$ cat src/rtl/mspq_pkg.sv
// shared types, codes and sizes for the min slot priority queue
`default_nettype none

package mspq_pkg;

   localparam int CAPACITY  = 64;
   localparam int COUNT_W   = $clog2(CAPACITY + 1);
   localparam int FLOOR_W   = 8;
   localparam int SPOT_W    = 10;
   localparam int KEY_W     = FLOOR_W + SPOT_W;
   localparam int OCC_W     = 7;
   localparam int CMD_W     = 2;
   localparam int STATUS_W  = 2;
   localparam int CSR_IDX_W = 2;
   localparam int CSR_DAT_W = SPOT_W;

   localparam logic [FLOOR_W-1:0] MAX_FLOORS_RESET      = FLOOR_W'(10);
   localparam logic [SPOT_W-1:0]  SPOTS_PER_FLOOR_RESET = SPOT_W'(20);

   typedef enum logic [CMD_W-1:0] {
      CMD_ADD     = 2'd0,
      CMD_RELEASE = 2'd1,
      CMD_TAKE    = 2'd2,
      CMD_PEEK    = 2'd3
   } command_type;

   typedef enum logic [STATUS_W-1:0] {
      ST_OK    = 2'd0,
      ST_EMPTY = 2'd1,
      ST_RANGE = 2'd2,
      ST_FULL  = 2'd3
   } status_type;

   typedef enum logic [CSR_IDX_W-1:0] {
      CSR_MAX_FLOORS      = 2'd0,
      CSR_SPOTS_PER_FLOOR = 2'd1
   } csr_index_type;

   // broadcast to every cell of the chain
   typedef struct packed {
      logic             insert;
      logic             remove;
      logic [KEY_W-1:0] new_key;
   } cell_ctrl_type;

   // where a cell sits relative to the fill level
   typedef struct packed {
      logic occupied;
      logic at_count;
   } cell_pos_type;

endpackage

`default_nettype wire

$ cat src/rtl/mspq_cell.sv
// one cell of the sorted key chain
`default_nettype none

module mspq_cell (
   input  wire                        clock,
   input  wire mspq_pkg::cell_ctrl_type ctrl,
   input  wire mspq_pkg::cell_pos_type  pos,
   input  wire [mspq_pkg::KEY_W-1:0]  left_key,
   input  wire                        left_gt,
   input  wire [mspq_pkg::KEY_W-1:0]  right_key,
   output logic [mspq_pkg::KEY_W-1:0] key_q,
   output logic                       gt
);

   logic [mspq_pkg::KEY_W-1:0] key_ff;
   logic [mspq_pkg::KEY_W-1:0] key_in;

   // held key of an occupied cell is larger than the one being inserted
   assign gt    = pos.occupied && (key_ff > ctrl.new_key);
   assign key_q = key_ff;

   always_comb begin
      key_in = key_ff;
      if (ctrl.insert) begin
         if (left_gt) begin
            key_in = left_key;
         end else if (gt || pos.at_count) begin
            key_in = ctrl.new_key;
         end
      end else if (ctrl.remove) begin
         key_in = right_key;
      end
   end

   always_ff @(posedge clock) begin
      key_ff <= key_in;
   end

endmodule

`default_nettype wire

$ cat src/rtl/min_slot_priority_queue.sv
// top level of the min slot priority queue: command stage, cell chain, response register
//
//  channel  dir  handshake            payload
//  req      in   req_valid/req_ready  req_command, req_floor_in, req_spot_in
//  rsp      out  rsp_valid/rsp_ready  rsp_floor_out, rsp_spot_out, rsp_status, rsp_occupancy
//  csr      in   csr_write_en         csr_index, csr_write_data
//
// a command is first registered into the stage, then in the chain step every cell
// compares the key against its own and shifts toward its neighbor in parallel
// a new beat is taken only once the chain step has freed the stage
// a held response stalls the chain step; one further command waits in the stage
// reset clears the fill count and handshake state; no clearing pass over the cells
`default_nettype none

module min_slot_priority_queue (
   input  wire                              clock,
   input  wire                              reset,
   // command channel
   input  wire                              req_valid,
   output logic                             req_ready,
   input  wire [mspq_pkg::CMD_W-1:0]        req_command,
   input  wire [mspq_pkg::FLOOR_W-1:0]      req_floor_in,
   input  wire [mspq_pkg::SPOT_W-1:0]       req_spot_in,
   // response channel
   output logic                             rsp_valid,
   input  wire                              rsp_ready,
   output logic [mspq_pkg::FLOOR_W-1:0]     rsp_floor_out,
   output logic [mspq_pkg::SPOT_W-1:0]      rsp_spot_out,
   output logic [mspq_pkg::STATUS_W-1:0]    rsp_status,
   output logic [mspq_pkg::OCC_W-1:0]       rsp_occupancy,
   // register write port
   input  wire                              csr_write_en,
   input  wire [mspq_pkg::CSR_IDX_W-1:0]    csr_index,
   input  wire [mspq_pkg::CSR_DAT_W-1:0]    csr_write_data
);

   localparam int KW = mspq_pkg::KEY_W;
   localparam int CW = mspq_pkg::COUNT_W;
   localparam int N  = mspq_pkg::CAPACITY;

   // configuration registers
   logic [mspq_pkg::FLOOR_W-1:0] max_floors_ff;
   logic [mspq_pkg::SPOT_W-1:0]  spots_per_floor_ff;

   always_ff @(posedge clock) begin
      if (reset) begin
         max_floors_ff      <= mspq_pkg::MAX_FLOORS_RESET;
         spots_per_floor_ff <= mspq_pkg::SPOTS_PER_FLOOR_RESET;
      end else if (csr_write_en) begin
         unique case (mspq_pkg::csr_index_type'(csr_index))
            mspq_pkg::CSR_MAX_FLOORS: begin
               max_floors_ff <= csr_write_data[mspq_pkg::FLOOR_W-1:0];
            end
            mspq_pkg::CSR_SPOTS_PER_FLOOR: begin
               spots_per_floor_ff <= csr_write_data;
            end
            default: begin
               // index past the list: ignored
            end
         endcase
      end
   end

   // command stage
   logic                         busy_ff;
   logic                         busy_in;
   mspq_pkg::command_type        cmd_ff;
   logic [mspq_pkg::FLOOR_W-1:0] floor_ff;
   logic [mspq_pkg::SPOT_W-1:0]  spot_ff;

   // fill level and response register
   logic [CW-1:0]                 count_ff;
   logic [CW-1:0]                 count_in;
   logic                          rsp_valid_ff;
   logic                          rsp_valid_in;
   logic [mspq_pkg::FLOOR_W-1:0]  rsp_floor_ff;
   logic [mspq_pkg::FLOOR_W-1:0]  rsp_floor_in;
   logic [mspq_pkg::SPOT_W-1:0]   rsp_spot_ff;
   logic [mspq_pkg::SPOT_W-1:0]   rsp_spot_in;
   mspq_pkg::status_type          rsp_status_ff;
   mspq_pkg::status_type          rsp_status_in;
   logic [mspq_pkg::OCC_W-1:0]    rsp_occ_ff;
   logic [mspq_pkg::OCC_W-1:0]    rsp_occ_in;

   logic                          req_take;
   logic                          exec;
   logic                          range_bad;
   logic                          full;
   logic                          empty;
   logic                          do_insert;
   logic                          do_remove;

   mspq_pkg::cell_ctrl_type       ctrl;
   logic [KW-1:0]                 cell_key [N];
   logic [N-1:0]                  cell_gt;

   assign req_ready = !busy_ff;
   assign req_take  = req_valid && !busy_ff;
   // chain step happens only when the response register is free or being read
   assign exec      = busy_ff && (!rsp_valid_ff || rsp_ready);

   assign range_bad = (floor_ff > max_floors_ff) || (spot_ff > spots_per_floor_ff);
   assign full      = (count_ff == CW'(N));
   assign empty     = (count_ff == '0);

   always_comb begin
      do_insert     = 1'b0;
      do_remove     = 1'b0;
      rsp_floor_in  = '0;
      rsp_spot_in   = '0;
      rsp_status_in = mspq_pkg::ST_OK;
      unique case (cmd_ff)
         mspq_pkg::CMD_ADD: begin
            if (range_bad) begin
               rsp_status_in = mspq_pkg::ST_RANGE;
            end else if (full) begin
               rsp_status_in = mspq_pkg::ST_FULL;
            end else begin
               do_insert = exec;
            end
         end
         mspq_pkg::CMD_RELEASE: begin
            // release skips the range check
            if (full) begin
               rsp_status_in = mspq_pkg::ST_FULL;
            end else begin
               do_insert = exec;
            end
         end
         mspq_pkg::CMD_TAKE, mspq_pkg::CMD_PEEK: begin
            if (empty) begin
               rsp_status_in = mspq_pkg::ST_EMPTY;
            end else begin
               // lowest key always sits in the head cell
               rsp_floor_in = cell_key[0][KW-1:mspq_pkg::SPOT_W];
               rsp_spot_in  = cell_key[0][mspq_pkg::SPOT_W-1:0];
               do_remove    = exec && (cmd_ff == mspq_pkg::CMD_TAKE);
            end
         end
         default: begin
         end
      endcase
   end

   always_comb begin
      count_in = count_ff;
      if (do_insert) begin
         count_in = count_ff + CW'(1);
      end else if (do_remove) begin
         count_in = count_ff - CW'(1);
      end
   end

   assign rsp_occ_in = mspq_pkg::OCC_W'(count_in);

   always_comb begin
      busy_in = busy_ff;
      if (exec) begin
         busy_in = 1'b0;
      end else if (req_take) begin
         busy_in = 1'b1;
      end
   end

   always_comb begin
      rsp_valid_in = rsp_valid_ff;
      if (exec) begin
         rsp_valid_in = 1'b1;
      end else if (rsp_ready) begin
         rsp_valid_in = 1'b0;
      end
   end

   always_ff @(posedge clock) begin
      if (reset) begin
         busy_ff      <= 1'b0;
         count_ff     <= '0;
         rsp_valid_ff <= 1'b0;
      end else begin
         busy_ff      <= busy_in;
         count_ff     <= count_in;
         rsp_valid_ff <= rsp_valid_in;
      end
   end

   // payload registers
   always_ff @(posedge clock) begin
      if (req_take) begin
         cmd_ff   <= mspq_pkg::command_type'(req_command);
         floor_ff <= req_floor_in;
         spot_ff  <= req_spot_in;
      end
      if (exec) begin
         rsp_floor_ff  <= rsp_floor_in;
         rsp_spot_ff   <= rsp_spot_in;
         rsp_status_ff <= rsp_status_in;
         rsp_occ_ff    <= rsp_occ_in;
      end
   end

   assign rsp_valid     = rsp_valid_ff;
   assign rsp_floor_out = rsp_floor_ff;
   assign rsp_spot_out  = rsp_spot_ff;
   assign rsp_status    = rsp_status_ff;
   assign rsp_occupancy = rsp_occ_ff;

   // cell chain, kept sorted ascending from the head
   assign ctrl.insert  = do_insert;
   assign ctrl.remove  = do_remove;
   assign ctrl.new_key = {floor_ff, spot_ff};

   for (genvar i = 0; i < N; i++) begin : g_cell
      mspq_pkg::cell_pos_type pos;
      logic [KW-1:0]          left_key;
      logic                   left_gt;
      logic [KW-1:0]          right_key;

      assign pos.occupied = (CW'(i) < count_ff);
      assign pos.at_count = (CW'(i) == count_ff);

      if (i == 0) begin : g_head
         assign left_key = ctrl.new_key;
         assign left_gt  = 1'b0;
      end else begin : g_body
         assign left_key = cell_key[i-1];
         assign left_gt  = cell_gt[i-1];
      end

      if (i == N - 1) begin : g_tail
         assign right_key = cell_key[i];
      end else begin : g_inner
         assign right_key = cell_key[i+1];
      end

      mspq_cell u_cell (
         .clock     (clock),
         .ctrl      (ctrl),
         .pos       (pos),
         .left_key  (left_key),
         .left_gt   (left_gt),
         .right_key (right_key),
         .key_q     (cell_key[i]),
         .gt        (cell_gt[i])
      );
   end

   // fill level never passes capacity
   a_count_bound: assert property (@(posedge clock) disable iff (reset)
      count_ff <= CW'(N))
      else $error("fill count beyond capacity");

   // head of the chain stays the minimum
   a_head_sorted: assert property (@(posedge clock) disable iff (reset)
      (count_ff >= CW'(2)) |-> (cell_key[0] <= cell_key[1]))
      else $error("chain head out of order");

   // a chain step always leaves a response and frees the stage
   a_exec_resp: assert property (@(posedge clock) disable iff (reset)
      exec |=> (rsp_valid_ff && !busy_ff))
      else $error("chain step without response");

   // an accepted insert grows the fill level by one
   a_insert_count: assert property (@(posedge clock) disable iff (reset)
      do_insert |=> (count_ff == $past(count_ff) + CW'(1)))
      else $error("insert did not grow fill count");

   // empty status carries a zero slot
   a_empty_zero: assert property (@(posedge clock) disable iff (reset)
      (rsp_valid_ff && (rsp_status_ff == mspq_pkg::ST_EMPTY)) |->
      ((rsp_floor_ff == '0) && (rsp_spot_ff == '0)))
      else $error("empty response with nonzero slot");

endmodule

`default_nettype wire
$ cat config.mk
export PLATFORM = sky130hd
export DESIGN_NAME = min_slot_priority_queue
export DESIGN_NICKNAME = d
export VERILOG_FILES = /design/src/rtl/mspq_pkg.sv /design/src/rtl/mspq_cell.sv /design/src/rtl/min_slot_priority_queue.sv
export SDC_FILE = /design/constraint.sdc
export NUM_CORES = 2
export LEC_CHECK = 0
export BUFFER_PORTS_ARGS = -buffer_cell sky130_fd_sc_hd__buf_4
export CORE_MARGIN = 10
export CORE_UTILIZATION = 59
export CTS_CLUSTER_DIAMETER = 80
export DETAILED_ROUTE_END_ITERATION = 10
export MAX_ROUTING_LAYER = met4
export PLACE_DENSITY_LB_ADDON = 0.1
export SLEW_MARGIN = 20
export SYNTH_ARGS = -nofsm -noshare
export SYNTH_HDL_FRONTEND = slang
export SYNTH_SLANG_ARGS = --single-unit
$ cat constraint.sdc
create_clock -name clock -period 5.39 [get_ports clock]
set_input_delay 0.539 -clock clock [delete_from_list [all_inputs] [get_ports clock]]
set_output_delay 0.539 -clock clock [all_outputs]
set_load 0.01 [all_outputs]
==> out/metrics.csv <==
metric,value,unit
worst-path-max-fanout,60,
antenna_found_initial,19,
cp_cell_sequence,inv_4 > ha_1 > and4_1 > a21oi_1 > o31ai_2 > o2bb2ai_4 > buf_4 > nor3_1 > a211oi_1,
hold_viol,0,
synth_area,99330,um^2
cts-buffers-inserted,148,
boundaryPins,66,
avgSynthCellArea,9.765,um^2
slew_headroom,17.39,%
area_growth,8.717,%
yosys.cell_types.count,90,
worst_setup_path_end_kind,register,
max_freq,219.5,MHz
pwr-share-clk,36.9,%
yosysSeqAreaShare,36.79,%
htreeDepth,4,
core.rowCount,150,
grt_pass1_wl,595.2,mm
drt-pass1-iter-count,7,
hpwl,279.0,mm
dieHeight,430.3,um
core,167200,um^2
finalCritPeriodShare,84.52,%
postCtsSetupBuffers,0,
ant_nets,0,
cts_tree,done,
status,completed,
fin_skew,25.97,ps
cap_viol_max_count,0,
wire_per_inst,33.52,um
drcViolationCount,0,
holdWs,125.0,ps
required,5860,ps
grtUsageTotal,43.35,%
internal_power,19.12,mW
clk_pin_slew,60,ps
grt_max_degree,199,
worst_slew_pin_slew,1226,ps
finalMaxSlewViolations,0,
clock_sinks,1226,
ys_dominant_reg_cell,edfxtp_1,
wl,408.5,mm
die_width,430.3,um
ys_warn_count,0,
sequentialPowerShare,40.9,%
sw_frac_of_total,32.53,%
synthCells,10170,
crit_type,reg2reg,
post-place-cells,11860,
critPathLaunchType,register,
root_buffer,clkbuf_16,
cpPeakStageDelay,880,ps
drive_gt1_share,10.45,%
grt_setup_unrepaired,false,
instances_no_fill,12190,
timing.setup.tns,0,ps
combPwrFrac,22.2,%
hold_class,in2reg,
critical_path.slowest_cell,a211oi_1,
layout.nets,11050,
power_per_cell_area,262.5,nW/um^2
period_needed,4556,ps
initialDrtViolationCount,14950,
final_util,64.58,%
ir_drop,366.9,uV
viasPerCell,7.719,
clk_path_buf_depth,3,
setup_slack,834.2,ps
power_switching,9.220,mW
synthArstFlopShare,0,%
insertion_delay,830,ps
die_area,185200,um^2
grt_pass1_vias,89540,
grt_remaining_overflow,0,
critical_path_arrival,5030,ps
initial_utilization,59.40,%
place_ws,1040,ps
synth_edf_count,1199,
finalSetupViolCount,0,
ys_ff_latch,1226,
vias,94080,
syn_nets,11380,
cellLeakagePower,39.16,nW
io_buffers,65,
finalWeightedCongestion,1.063,
-- cell usage after synthesis (all sizes together) (73+ instances only) --
library cell	instances	share of area [%]
a21bo	120	1.2
and3	233	1.5
nand3	353	1.8
o31a	210	1.9
edfxtp	1199	36
nand4	190	1.2
nor2	130	0.50
buf	326	1.7
a21boi	202	1.5
clkbuf	639	2.4
o211ai	520	3.9
o21ai	944	4.8
a311oi	73	0.64
a21oi	870	4.4
inv	220	0.83
nand2	400	1.5
mux2i	339	3.4
a31oi	498	3.1
a211oi	80	0.62
a21o	255	1.9
ha	1175	15
a2bb2oi	142	1.3
-- placed cells by master (no fill, tap or decap), types with 190 or more instances in the layout --
cell      netlist  final
nand4_1       190    190
o31a_1        210    210
mux2i_1       339    339
inv_1         220    202
o21ai_0       927    925
nand2_1       399    398
a21o_1        255    255
nand3_1       353    353
buf_4          31    407
o211ai_1      517    517
and3_1        233    233
a21boi_0      200    200
a21oi_1       869    863
ha_1         1175   1175
a31oi_1       498    469
edfxtp_1     1199   1199
-- metal layers --
layer | GRT usage, % | wire length (um) | vias up
met5 | - | 0 | -
met4 | 29.47 | 32930 | 0
met3 | 10.83 | 52110 | 1743
met2 | 61.83 | 172900 | 7036
met1 | 54.04 | 150600 | 45280
li1 | - | - | 40020
-- cell families after synthesis --
group	count (synthesis)	share of synthesized area (%)
simple gates	1854	10.40
xor+xnor	5	0.04409
mux	411	4.232
compound gates	4316	28.78
buf+inv	1185	4.952
flops	1226	36.79
fa+ha+maj	1175	14.80
-- worst max-delay path: cells and delay by family, from the launching register on --
family	cells	cell delay, ps
flip-flops	1	420
AND/OR/NAND/NOR	2	320
AO/OA/AOI/OAI	4	1910
adder cells (fa/ha/maj)	1	360
buffers and inverters	2	1160
-- final timing paths --
| check | from | end | slack (ps) | depth (start not counted) |
|---|---|---|---|---|
| worst max-delay path | floor_ff[0] | rsp_occupancy[1] | 830 | 9 |
| worst min-delay path | rsp_ready | rsp_valid | 130 | 3 |
| worst max register to register | floor_ff[0] | rsp_occupancy[1] | 830 | 9 |
| worst min register to register | spots_per_floor_ff[8] | spots_per_floor_ff[8] | 510 | 2 |
-- repair_timing --
action,in CTS,in global routing
gates resized for setup,0,0
hold endpoints to repair,38,0
hold buffers,31,0
-- stage by stage --
step | total power [mW] | instance area (um^2)
after CTS | 27.99 | 107800
final | 28.34 | 108000
after floorplan | 15.39 | 99330
after global placement | 17.46 | 102600
after global routing | 29.08 | 108000
after detailed placement | 17.71 | 102700
-- power groups by stage --
stage | logic (mW) | clock network [mW] | registers, mW
3_3_place_gp | 5.70 | 0 | 11.8
2_1_floorplan | 3.91 | 0 | 11.5
3_5_place_dp | 5.95 | 0 | 11.8
5_1_grt | 6.68 | 10.8 | 11.6
6_report | 6.28 | 10.5 | 11.6
4_1_cts | 6.00 | 10.4 | 11.6
-- final cells by class --
| class | instances | area [um^2] |
|---|---|---|
| flip-flops and latches | 1226 | 36550 |
| clock inverters | 79 | 810.8 |
| repair buffers | 481 | 4227 |
| fillers | 13370 | 59240 |
| diodes | 30 | 75.07 |
| inverters | 220 | 868.3 |
| clock buffers | 186 | 4033 |
| well taps | 2204 | 2758 |
| multi-input cells | 7761 | 58660 |
-- state kept, by name, indices dropped and copies added, names as in the netlist --
signal	flops
busy_ff	1
max_floors_ff	8
count_ff	7
rsp_valid	1
rsp_floor_out	8
rsp_status	2
spots_per_floor_ff	10
g_cell.u_cell.key_q	1152
rsp_occupancy	7
rsp_spot_out	10
cmd_ff	2
floor_ff	8
spot_ff	10
Note: power is estimated with default switching activity, not from simulation.
